--- config.mk ---
export PLATFORM = sky130hd
export DESIGN_NAME = uart_rx_ring_with_resync_core
export DESIGN_NICKNAME = d
export VERILOG_FILES = /design/src/rtl/urx_pkg.sv /design/src/rtl/uart_rx_ring_with_resync_core.sv
export SDC_FILE = /design/constraint.sdc
export NUM_CORES = 1
export LEC_CHECK = 0
export BUFFER_PORTS_ARGS = -buffer_cell sky130_fd_sc_hd__buf_2
export CAP_MARGIN = 10
export CORE_ASPECT_RATIO = 0.5
export CORE_MARGIN = 10
export CORE_UTILIZATION = 35
export CTS_CLUSTER_SIZE = 24
export DETAILED_ROUTE_END_ITERATION = 10
export PLACE_DENSITY = 0.59
export SLEW_MARGIN = 40
export SYNTH_ARGS = -nofsm -noshare
export SYNTH_HDL_FRONTEND = slang
export SYNTH_SLANG_ARGS = --single-unit
export TNS_END_PERCENT = 50
--- constraint.sdc ---
create_clock -name clk -period 6.4 [get_ports clk]
set_clock_uncertainty 0.15 [all_clocks]
set_input_delay 0.64 -clock clk [delete_from_list [all_inputs] [get_ports clk]]
set_output_delay 0.64 -clock clk [all_outputs]
set_load 0.02 [all_outputs]
--- src/rtl/urx_pkg.sv ---
// Shared types, constants and control program for the serial receive ring.
// Depends on nothing; used by rtl/uart_rx_ring_with_resync_core.sv.
package urx_pkg;

    localparam int RING_DEPTH_DEF = 128;
    localparam int CFG_IDX_W      = 4;
    localparam int AVAIL_W        = 7;
    localparam int STEP_W         = 4;
    localparam int NUM_STEPS      = 14;

    localparam logic [CFG_IDX_W-1:0] CFG_MARKER     = CFG_IDX_W'(0);
    localparam logic [CFG_IDX_W-1:0] CFG_ERROR      = CFG_IDX_W'(1);
    localparam logic [CFG_IDX_W-1:0] CFG_SERIAL_ERR = CFG_IDX_W'(2);
    localparam logic [CFG_IDX_W-1:0] CFG_REALIGN    = CFG_IDX_W'(3);

    localparam logic REQ_BYTE    = 1'b0;
    localparam logic REQ_READ    = 1'b1;
    localparam logic KIND_MSG    = 1'b0;
    localparam logic KIND_STATUS = 1'b1;

    localparam logic [7:0] SUB_FULL    = 8'd0;
    localparam logic [7:0] SUB_OVERRUN = 8'd1;
    localparam logic [1:0] MARKER_RUN_DONE = 2'd3;

    typedef logic [STEP_W-1:0] step_t;

    localparam step_t ST_WAIT     = STEP_W'(0);
    localparam step_t ST_LAST_MSG = STEP_W'(9);
    localparam step_t ST_NWRITE   = STEP_W'(10);
    localparam step_t ST_RWRITE   = STEP_W'(11);
    localparam step_t ST_READ     = STEP_W'(12);
    localparam step_t ST_STATUS   = STEP_W'(13);

    typedef struct packed {
        logic       req_type;
        logic [7:0] rx_byte;
        logic       rx_overrun;
    } req_t;

    typedef struct packed {
        logic               kind;
        logic [7:0]         tx_byte;
        logic [7:0]         read_data;
        logic               read_valid;
        logic [AVAIL_W-1:0] available;
        logic               realigning;
        logic               last;
    } rsp_t;

    typedef enum logic [2:0] {
        SEL_NONE,
        SEL_ERR,
        SEL_SERR,
        SEL_SUB,
        SEL_RLN,
        SEL_ZERO,
        SEL_STATUS
    } sel_t;

    typedef enum logic [2:0] {
        ACT_NONE,
        ACT_LATCH,
        ACT_ENTER_RLN,
        ACT_WR_ADV,
        ACT_RLN_WR,
        ACT_RD_POP
    } act_t;

    typedef enum logic [2:0] {
        CND_NEXT,
        CND_ALWAYS,
        CND_NO_ITEM,
        CND_IS_READ,
        CND_REALIGN,
        CND_NO_ERROR
    } cnd_t;

    typedef struct packed {
        sel_t  sel;
        act_t  act;
        cnd_t  cnd;
        step_t target;
    } ucode_t;

    localparam ucode_t UCODE [NUM_STEPS] = '{
        '{SEL_NONE,   ACT_LATCH,     CND_NO_ITEM,  ST_WAIT},
        '{SEL_NONE,   ACT_NONE,      CND_IS_READ,  ST_READ},
        '{SEL_NONE,   ACT_NONE,      CND_REALIGN,  ST_RWRITE},
        '{SEL_NONE,   ACT_NONE,      CND_NO_ERROR, ST_NWRITE},
        '{SEL_ERR,    ACT_NONE,      CND_NEXT,     ST_WAIT},
        '{SEL_SERR,   ACT_NONE,      CND_NEXT,     ST_WAIT},
        '{SEL_SUB,    ACT_NONE,      CND_NEXT,     ST_WAIT},
        '{SEL_RLN,    ACT_NONE,      CND_NEXT,     ST_WAIT},
        '{SEL_ZERO,   ACT_NONE,      CND_NEXT,     ST_WAIT},
        '{SEL_ZERO,   ACT_ENTER_RLN, CND_NEXT,     ST_WAIT},
        '{SEL_NONE,   ACT_WR_ADV,    CND_ALWAYS,   ST_STATUS},
        '{SEL_NONE,   ACT_RLN_WR,    CND_ALWAYS,   ST_STATUS},
        '{SEL_NONE,   ACT_RD_POP,    CND_NEXT,     ST_WAIT},
        '{SEL_STATUS, ACT_NONE,      CND_ALWAYS,   ST_WAIT}
    };

endpackage

--- src/rtl/uart_rx_ring_with_resync_core.sv ---
// Serial receive ring buffer with resync, run by a microcoded step sequencer.
// Depends on rtl/urx_pkg.sv (types, register indexes, control program).

// One item is handled at a time. A read pops the ring and returns a status
// result, a byte in normal mode is stored, and a byte in realign mode is
// checked against the marker run. A byte that meets a full ring or an overrun
// first raises the error and realign messages, enters realign mode and is then
// stored. Every item ends with a status result, and a stalled result holds the
// sequencer. The ring is a single-port-write, registered-
// read memory of RING_DEPTH bytes and needs no clearing after reset.
module uart_rx_ring_with_resync_core #(
    parameter int RING_DEPTH = urx_pkg::RING_DEPTH_DEF
) (
    input  logic                          clk,
    input  logic                          rst_n,
    input  logic                          req_valid,
    output logic                          req_stall,
    input  urx_pkg::req_t                 req_item,
    output logic                          rsp_valid,
    input  logic                          rsp_stall,
    output urx_pkg::rsp_t                 rsp_item,
    input  logic                          cfg_we,
    input  logic [urx_pkg::CFG_IDX_W-1:0] cfg_index,
    input  logic [7:0]                    cfg_wdata
);

    localparam int PTR_W = $clog2(RING_DEPTH);
    localparam logic [PTR_W-1:0] PTR_LAST  = PTR_W'(RING_DEPTH - 1);
    localparam logic [PTR_W:0]   DEPTH_EXT = (PTR_W + 1)'(RING_DEPTH);

    logic [7:0] mem [RING_DEPTH];
    logic [7:0] rd_q;

    urx_pkg::step_t  step_reg, step_next;
    urx_pkg::ucode_t cw;
    urx_pkg::req_t   item_reg;
    urx_pkg::rsp_t   out_reg, out_next;

    logic             out_valid_reg, out_valid_next;
    logic [PTR_W-1:0] wptr_reg, wptr_next;
    logic [PTR_W-1:0] rptr_reg, rptr_next;
    logic             realign_reg, realign_next;
    logic [1:0]       run_reg, run_next;
    logic             rv_reg, rv_next;
    logic [7:0]       marker_reg, error_reg, serr_reg, rlncode_reg;

    logic             req_fire, slot_free, go, emit, jump;
    logic             full, empty, is_marker, mem_we, mem_re;
    logic [PTR_W-1:0] wptr_inc, rptr_inc, held;
    logic [PTR_W:0]   held_ext;
    logic [PTR_W+urx_pkg::AVAIL_W-1:0] held_wide;
    logic [1:0]       run_inc;

    assign cw        = urx_pkg::UCODE[step_reg];
    assign req_stall = (cw.act != urx_pkg::ACT_LATCH);
    assign req_fire  = req_valid && !req_stall;
    assign slot_free = !out_valid_reg || !rsp_stall;
    assign emit      = (cw.sel != urx_pkg::SEL_NONE);
    assign go        = !emit || slot_free;

    assign wptr_inc  = (wptr_reg == PTR_LAST) ? '0 : wptr_reg + 1'b1;
    assign rptr_inc  = (rptr_reg == PTR_LAST) ? '0 : rptr_reg + 1'b1;
    assign full      = (wptr_inc == rptr_reg);
    assign empty     = (wptr_reg == rptr_reg);
    assign held_ext  = {1'b0, wptr_reg} + ((wptr_reg < rptr_reg) ? DEPTH_EXT : '0)
                       - {1'b0, rptr_reg};
    assign held      = held_ext[PTR_W-1:0];
    assign held_wide = {{urx_pkg::AVAIL_W{1'b0}}, held};
    assign is_marker = (item_reg.rx_byte == marker_reg);
    assign run_inc   = run_reg + 2'd1;

    assign mem_we = go && ((cw.act == urx_pkg::ACT_WR_ADV) || (cw.act == urx_pkg::ACT_RLN_WR));
    assign mem_re = go && (cw.act == urx_pkg::ACT_RD_POP) && !empty;

    always_comb
    begin
        unique case (cw.cnd)
            urx_pkg::CND_NEXT:     jump = 1'b0;
            urx_pkg::CND_ALWAYS:   jump = 1'b1;
            urx_pkg::CND_NO_ITEM:  jump = !req_fire;
            urx_pkg::CND_IS_READ:  jump = (item_reg.req_type == urx_pkg::REQ_READ);
            urx_pkg::CND_REALIGN:  jump = realign_reg;
            urx_pkg::CND_NO_ERROR: jump = !(full || item_reg.rx_overrun);
            default:               jump = 1'b0;
        endcase
        if (!go)
            step_next = step_reg;
        else if (jump)
            step_next = cw.target;
        else
            step_next = step_reg + 1'b1;
    end

    always_comb
    begin
        out_next = '0;
        out_next.kind = urx_pkg::KIND_MSG;
        unique case (cw.sel)
            urx_pkg::SEL_ERR:  out_next.tx_byte = error_reg;
            urx_pkg::SEL_SERR: out_next.tx_byte = serr_reg;
            urx_pkg::SEL_SUB:  out_next.tx_byte = full ? urx_pkg::SUB_FULL
                                                       : urx_pkg::SUB_OVERRUN;
            urx_pkg::SEL_RLN:  out_next.tx_byte = rlncode_reg;
            urx_pkg::SEL_STATUS:
            begin
                out_next.kind       = urx_pkg::KIND_STATUS;
                out_next.read_data  = rv_reg ? rd_q : 8'd0;
                out_next.read_valid = rv_reg;
                out_next.available  = held_wide[urx_pkg::AVAIL_W-1:0];
                out_next.realigning = realign_reg;
                out_next.last       = 1'b1;
            end
            default:           out_next.tx_byte = 8'd0;
        endcase

        out_valid_next = out_valid_reg && rsp_stall;
        if (go && emit)
            out_valid_next = 1'b1;

        wptr_next    = wptr_reg;
        rptr_next    = rptr_reg;
        realign_next = realign_reg;
        run_next     = run_reg;
        rv_next      = rv_reg;
        if (go)
        begin
            unique case (cw.act)
                urx_pkg::ACT_LATCH:
                begin
                    if (req_fire)
                        rv_next = 1'b0;
                end
                urx_pkg::ACT_ENTER_RLN:
                begin
                    realign_next = 1'b1;
                    run_next     = 2'd0;
                end
                urx_pkg::ACT_WR_ADV:
                begin
                    wptr_next = wptr_inc;
                end
                urx_pkg::ACT_RLN_WR:
                begin
                    if (is_marker)
                    begin
                        run_next = run_inc;
                        if (run_inc == urx_pkg::MARKER_RUN_DONE)
                        begin
                            realign_next = 1'b0;
                            rptr_next    = wptr_reg;
                        end
                    end
                    else
                    begin
                        run_next  = 2'd0;
                        wptr_next = wptr_inc;
                    end
                end
                urx_pkg::ACT_RD_POP:
                begin
                    rv_next = !empty;
                    if (!empty)
                        rptr_next = rptr_inc;
                end
                default:
                begin
                    rv_next = rv_reg;
                end
            endcase
        end
    end

    always_ff @(posedge clk or negedge rst_n)
    begin
        if (!rst_n)
        begin
            step_reg      <= urx_pkg::ST_WAIT;
            out_valid_reg <= 1'b0;
            wptr_reg      <= '0;
            rptr_reg      <= '0;
            realign_reg   <= 1'b0;
            run_reg       <= 2'd0;
            rv_reg        <= 1'b0;
            marker_reg    <= 8'd0;
            error_reg     <= 8'd0;
            serr_reg      <= 8'd0;
            rlncode_reg   <= 8'd0;
        end
        else
        begin
            step_reg      <= step_next;
            out_valid_reg <= out_valid_next;
            wptr_reg      <= wptr_next;
            rptr_reg      <= rptr_next;
            realign_reg   <= realign_next;
            run_reg       <= run_next;
            rv_reg        <= rv_next;
            if (cfg_we)
            begin
                unique case (cfg_index)
                    urx_pkg::CFG_MARKER:     marker_reg  <= cfg_wdata;
                    urx_pkg::CFG_ERROR:      error_reg   <= cfg_wdata;
                    urx_pkg::CFG_SERIAL_ERR: serr_reg    <= cfg_wdata;
                    urx_pkg::CFG_REALIGN:    rlncode_reg <= cfg_wdata;
                    default:                 marker_reg  <= marker_reg;
                endcase
            end
        end
    end

    always_ff @(posedge clk)
    begin
        if (req_fire)
            item_reg <= req_item;
        if (go && emit)
            out_reg <= out_next;
    end

    always_ff @(posedge clk)
    begin
        if (mem_we)
            mem[wptr_reg] <= item_reg.rx_byte;
        if (mem_re)
            rd_q <= mem[rptr_reg];
    end

    assign rsp_valid = out_valid_reg;
    assign rsp_item  = out_reg;

`ifndef NO_ASSERTIONS
    a_msg_fields_zero: assert property (@(posedge clk) disable iff (!rst_n)
        rsp_valid && (rsp_item.kind == urx_pkg::KIND_MSG) |->
            !rsp_item.read_valid && !rsp_item.last && (rsp_item.available == '0))
        else $error("message item carries status fields");

    a_realign_entry: assert property (@(posedge clk) disable iff (!rst_n)
        $rose(realign_reg) |-> $past(step_reg) == urx_pkg::ST_LAST_MSG)
        else $error("realign mode entered outside the message sequence");

    a_wptr_moves: assert property (@(posedge clk) disable iff (!rst_n)
        (wptr_reg != $past(wptr_reg)) |->
            ($past(step_reg) == urx_pkg::ST_NWRITE) || ($past(step_reg) == urx_pkg::ST_RWRITE))
        else $error("write pointer moved outside a write step");

    a_rptr_moves: assert property (@(posedge clk) disable iff (!rst_n)
        (rptr_reg != $past(rptr_reg)) |->
            ($past(step_reg) == urx_pkg::ST_READ) || ($past(step_reg) == urx_pkg::ST_RWRITE))
        else $error("read pointer moved outside a read or resync step");
`endif

endmodule
==> summary.txt, run 1 <==
status - complete, no violations
Post-Route WL - 112,000 µm
final slew viol count - 0
Die Ht - 273 µm
Hold Crit Start - rsp_stall
largest net degree at the start of global routing - 130
worst-path fanout max - 16
DR WL/cell - 27.4 µm
r2r setup slk - 2.20 ns
first-pass GRT wire length - 164,000 µm
fin crit share - 65.7%
Max-Cap Viols - 0
grt total ovfl - 0
antenna violations before repair - 2
Num CTS Buffers - 104
CP max stage cell - nor2_1
busiest grt layer - met2
crit-path cells - inv_1 > ha_1 > nor3b_1 > o21ai_0 > nor4_2 > nand2_2 > nor2_1
antenna-violating nets left - 0
Slew headroom - 40.0%
Initial Util - 35.3%
static leakage - 15.8 nW
Slew @ Worst Pin - 0.897 ns
num rows - 92
met3 usage - 3.23%
reg2reg start - step_reg[0]
share of layout cells above drive strength 1 - 26.0%
# Post-CTS Setup Buffers - 0
commonest non-fill, non-tap cell in the layout - edfxtp_1
clock slew seen by the registers of the worst setup and hold paths - 0.06 ns
Final TNS setup - 0 ns
io pins - 56
Clock Tree Root - clkbuf_16
Slowest Stage Delay on Critical Path - 0.88 ns
Power, Total - 20.8 mW
vias - 22,300
CP required - 6.55 ns
hold depth - 3
worst hold path class - input pin to flip-flop
final setup vio count - 0
drc violations - 0
post-synthesis area per instance - 20.4 µm²
RSZ-0062 raised after global routing - no
M1 GR Usage - 21.6%
Via density - 5.47
register area share after synthesis - 74.9%
ys async rst share - 4.90%
Final Wtd Congestion - 0.831
port buffer count - 55
Critical Path Source Type - flip-flop
full die area - 143,000 µm²
core area - 126,000 µm²
Die X - 525 µm
Synth Warn # - 0
crit end category - flip-flop
Post-synth EDFFs - 1,068
CTS Sinks - 1,123
worst reg-to-reg path cell count - 7
Synth-to-Final Area Change - 13.3%
Max Fclk - 238 MHz
post-synthesis instance area - 44,600 µm²
WS Path Type - flip-flop to flip-flop
htree depth - 3
clk buf depth - 3
Post-Syn Instances - 2,185
most frequent cells in the layout - edfxtp_1, mux4_2, nor2_1
#FFs+latches synth - 1,123
r2r endpoint - mem[0][2]
Worst EP arrival - 4.35 ns
Final Hold Vio Count - 0
hold slack - 0.113 ns
Mapped Nets - 2,228
fillers - 11,100
DRT Pass-1 Iters - 8
Antenna diodes - 0
maximum vdd drop - 0.228 mV
worst skew pair latency - 0.69 ns
GR Layer Usage met2 - 24.3%
Power Dens Cells - 411 nW/µm²
Main synth FF type - edfxtp_1
Worst Hold End - rsp_valid
vias in the first global route - 22,500
Iteration-0 DRC Markers - 2,726
post-layout min period - 4.20 ns
number of flip-flops in the largest register - 1,024
post-synth cell types - 66
CTS tree - built
Total GRT Usage - 15.3%
placed wire-length estimate - 67,400 µm
NumNets Final - 2,328
## repair_timing
item	CTS	global route
setup endpoints to repair	0	0
hold buffers	11	0
gates resized for setup	0	0
endpoints found under the hold margin	65	0
## power by group
group | switching [mW] | internal [mW]
registers | 0.341 | 8.59
logic | 3.23 | 2.28
clock network | 2.70 | 3.67
total | 6.27 | 14.5
## stage by stage
stage	std cells	util, %	setup WS, ns	cell area [µm²]
floorplan	2185	-	2.89	44600
global placement	3859	37.1	1.73	46900
detailed placement	3859	37.2	2.14	46900
CTS	4064	40.0	2.14	50500
global route	4065	40.0	1.95	50600
finish	4065	40.0	2.20	50600
## cell usage after synthesis, drive strengths merged (15+ instances only)
library cell	instances	area (µm²)
edfxtp	1068	32100
and3	20	125
nor3	20	100
ha	15	188
nand2	79	297
dfrtp	55	1380
buf	73	460
nand3	31	155
o21ai	36	180
nor2	181	679
clkbuf	44	165
mux2	35	394
mux2i	20	200
mux4	301	6780
a21oi	20	100
inv	27	101
## how the worst max path moves through the flow
stage,end,startpoint,slack [ns],depth (start not counted)
floorplan,mem[51][0],step_reg[0],2.89,10
global placement,mem[82][3],step_reg[0],1.73,7
detailed placement,mem[39][2],step_reg[0],2.14,7
CTS,mem[39][1],step_reg[0],2.14,7
global route,mem[1][3],step_reg[0],1.95,8
finish,mem[0][2],step_reg[0],2.20,7
## layout make-up
class	count	area, µm²	share of cell area, %
Tap cell	1692	2120	4.19
Sequential cell	1123	33500	66.2
Multi-Input combinational cell	918	10600	20.9
Inverter	27	103	0.203
Clock buffer	125	2700	5.34
Clock inverter	69	788	1.56
Timing Repair Buffer	111	846	1.67
## logic make-up after synthesis
kind of cell,share of synthesized area [%]
adders and majority gates,0.465
DFF,74.9
muxes,16.5
and+or+nand+nor,3.98
AOI/OAI and AO/OA,2.08
xor gates and xnor gates,0.404
buffers and inverters,1.63
## critical path, delay by kind of cell (launching register included)
family          cells  cell delay, ns
buf+inv             1            0.18
simple gates        4            2.26
fa+ha+maj           1            0.46
compound gates      1            0.16
flops               1            0.58
## layer usage
layer / up-vias / share of wire (%)
met5: - / 0
met4: 0 / 1.8
met3: 134 / 7.8
met2: 922 / 47
met1: 12000 / 43
li1: 9217 / -
(Power assumes the default switching activity.)
==> inputs of run 2 (changes only) <==
--- a/config.mk
+++ b/config.mk
@@ -5,6 +5,7 @@
 export SDC_FILE = /design/constraint.sdc
 export NUM_CORES = 1
 export LEC_CHECK = 0
+export ABC_AREA = 1
 export BUFFER_PORTS_ARGS = -buffer_cell sky130_fd_sc_hd__buf_2
 export CAP_MARGIN = 10
 export CORE_ASPECT_RATIO = 0.5
@@ -12,7 +13,7 @@
 export CORE_UTILIZATION = 35
 export CTS_CLUSTER_SIZE = 24
 export DETAILED_ROUTE_END_ITERATION = 10
-export PLACE_DENSITY = 0.59
+export PLACE_DENSITY = 0.61
 export SLEW_MARGIN = 40
 export SYNTH_ARGS = -nofsm -noshare
 export SYNTH_HDL_FRONTEND = slang
==> constraint.sdc (replaced) <==
create_clock -name clk -period 3.4 [get_ports clk]
set_clock_uncertainty 0.15 [all_clocks]
set_input_delay 0.34 -clock clk [delete_from_list [all_inputs] [get_ports clk]]
set_output_delay 0.34 -clock clk [all_outputs]
set_load 0.02 [all_outputs]
==> summary.txt, run 2 <==
DRT Pass-1 Iters - 5
port buffer count - 55
# Post-CTS Setup Buffers - 0
placed wire-length estimate - 76,100 µm
Final Wtd Congestion - 0.889
Final Hold Vio Count - 0
most frequent cells in the layout - edfxtp_1, nor2_1, o21ai_0
num rows - 93
Max-Cap Viols - 0
largest area contributor in the netlist - edfxtp_1
antenna-violating nets left - 0
CTS tree - built
ys async rst share - 4.90%
Synth-to-Final Area Change - 15.8%
Synth Warn # - 0
clock slew seen by the registers of the worst setup and hold paths - 0.07 ns
drc violations - 0
Hold-fix buffers, CTS - 20
Final TNS setup - 0 ns
#FFs+latches synth - 1,123
core area - 129,000 µm²
RSZ-0062 raised after global routing - no
CTS Sinks - 1,123
share of layout cells above drive strength 1 - 12.1%
worst path bufs/invs - 6
vias in the first global route - 30,000
post-synth top area share - 70.5%
post-synth cell types - 46
crit end category - flip-flop
vias - 30,800
static leakage - 17.6 nW
CP required - 3.65 ns
worst-path fanout max - 8
Post-Route WL - 129,000 µm
fin crit share - 89.9%
final slew viol count - 0
Post-Syn Instances - 3,661
Die Ht - 275 µm
Power Dens Cells - 803 nW/µm²
CP max stage cell - dfrtp_1
crit-path cells - inv_2 > ha_1 > inv_1 > nor3_1 > nor2_1 > nand2_1 > nor2_2 > inv_2 > nand2_4 > nand2_4 > inv_4 > nand4_4 > buf_4 > nor2_1 > buf_4
Antenna diodes - 0
Main synth FF type - edfxtp_1
clk buf depth - 3
largest net degree at the start of global routing - 131
Die X - 530 µm
Num CTS Buffers - 105
Post-synth EDFFs - 1,068
post-synthesis area per instance - 12.4 µm²
Synth area leaders - edfxtp_1, o21ai_0, nor2_1, dfrtp_1, nand2_1
antenna violations before repair - 0
final setup vio count - 0
most frequent cells after synthesis - edfxtp_1, nor2_1, o21ai_0, nand2_1, o22ai_1
post-CTS sizing - 0
Slew headroom - 44.9%
Slowest Stage Delay on Critical Path - 0.43 ns
worst skew pair latency - 0.69 ns
Initial Util - 35.3%
maximum vdd drop - 0.540 mV
fillers - 11,900
Worst EP arrival - 3.31 ns
post-synthesis instance area - 45,500 µm²
commonest non-fill, non-tap cell in the layout - edfxtp_1
Max Fclk - 327 MHz
grt total ovfl - 0
status - complete, no violations
largest delay contributor family on the critical path - simple AND/OR/NAND/NOR gates
Clock Tree Root - clkbuf_16
Via density - 5.45
Sequential Area - 33,500 µm²
full die area - 146,000 µm²
Final Util - 40.9%
io pins - 56
number of flip-flops in the largest register - 1,024
first-pass GRT wire length - 193,000 µm
register area share after synthesis - 73.5%
Slew @ Worst Pin - 0.827 ns
NumNets Final - 3,889
worst hold path class - input pin to asynchronous set/reset pin
Total GRT Usage - 17.2%
most common cell in the netlist - edfxtp_1
Iteration-0 DRC Markers - 4,196
DR WL/cell - 22.8 µm
WS Path Type - flip-flop to flip-flop
Mapped Nets - 3,704
htree depth - 3
Critical Path Source Type - flip-flop
area of the multi-input gates - 10,700 µm²
post-layout min period - 3.06 ns
[run 2: cell types whose count changed after synthesis, moves of 88 or more]
cell      delta
nor2_1     +586
o21ai_0    +547
mux4_2     -301
nand2_1    +251
o22ai_1    +145
clkbuf_1   +103
nand3_1     +94
o211ai_1    +88
[run 2: metal layers]
metal | global-route usage, % | part of all wire, % | vias up | wire length, µm
met5 | 0 | 0 | - | 0
met4 | 5.71 | 3.3 | 0 | 4270
met3 | 3.12 | 9.1 | 247 | 11800
met2 | 27.2 | 46 | 1584 | 59100
met1 | 24.0 | 42 | 15200 | 53800
li1 | - | - | 13800 | -
[run 2: final timing paths]
kind                       depth (start not counted)  slack, ns   startpoint             end
max                                               15       0.34  step_reg[0]      mem[67][6]
min                                                2       0.05        rst_n  rlncode_reg[6]
max reg2reg                                       15       0.34  step_reg[0]      mem[67][6]
min reg2reg                                        2       0.33  serr_reg[7]     serr_reg[7]
max in group asynchronous                          3       2.47        rst_n          rv_reg
min in group clk                                   7       0.15    req_valid     step_reg[1]
[run 2: cells by family (layout without fill, tap and decap cells)]
group	after synthesis	count (layout)	synth area share, %
XOR/XNOR	12	12	0.231
buffers and inverters	318	590	2.96
AND/OR/NAND/NOR	1281	1281	11.5
flip-flops	1123	1123	73.5
adder cells (fa/ha/maj)	16	16	0.457
AO/OA/AOI/OAI	911	911	11.3
[run 2: layout make-up]
type | count | share of cell area [%]
clock buffers | 134 | 5.37
multi-input cells | 2220 | 20.3
well taps | 1710 | 4.06
repair buffers | 312 | 5.04
clock inverters | 60 | 1.06
flip-flops and latches | 1123 | 63.5
inverters | 84 | 0.622
[run 2: through the flow]
stage | std cells | hold WS, ns | area (µm²) | worst slack, ns | power (mW)
6_report | 5643 | 0.0463 | 52700 | 0.342 | 42.3
5_1_grt | 5643 | 0.110 | 52700 | 0.141 | 44.3
2_1_floorplan | 3661 | -0.106 | 45500 | 0.180 | 25.3
4_1_cts | 5643 | 0.0500 | 52700 | 0.360 | 42.3
3_5_place_dp | 5429 | 0.235 | 49100 | 0.360 | 30.7
3_3_place_gp | 5428 | 0.316 | 49100 | 0.311 | 30.6
[run 2: report_power, final]
part / switching [mW] / internal [mW]
Sequential: 0.381 / 16.3
Clock: 5.14 / 6.57
Combinational: 10.0 / 3.92
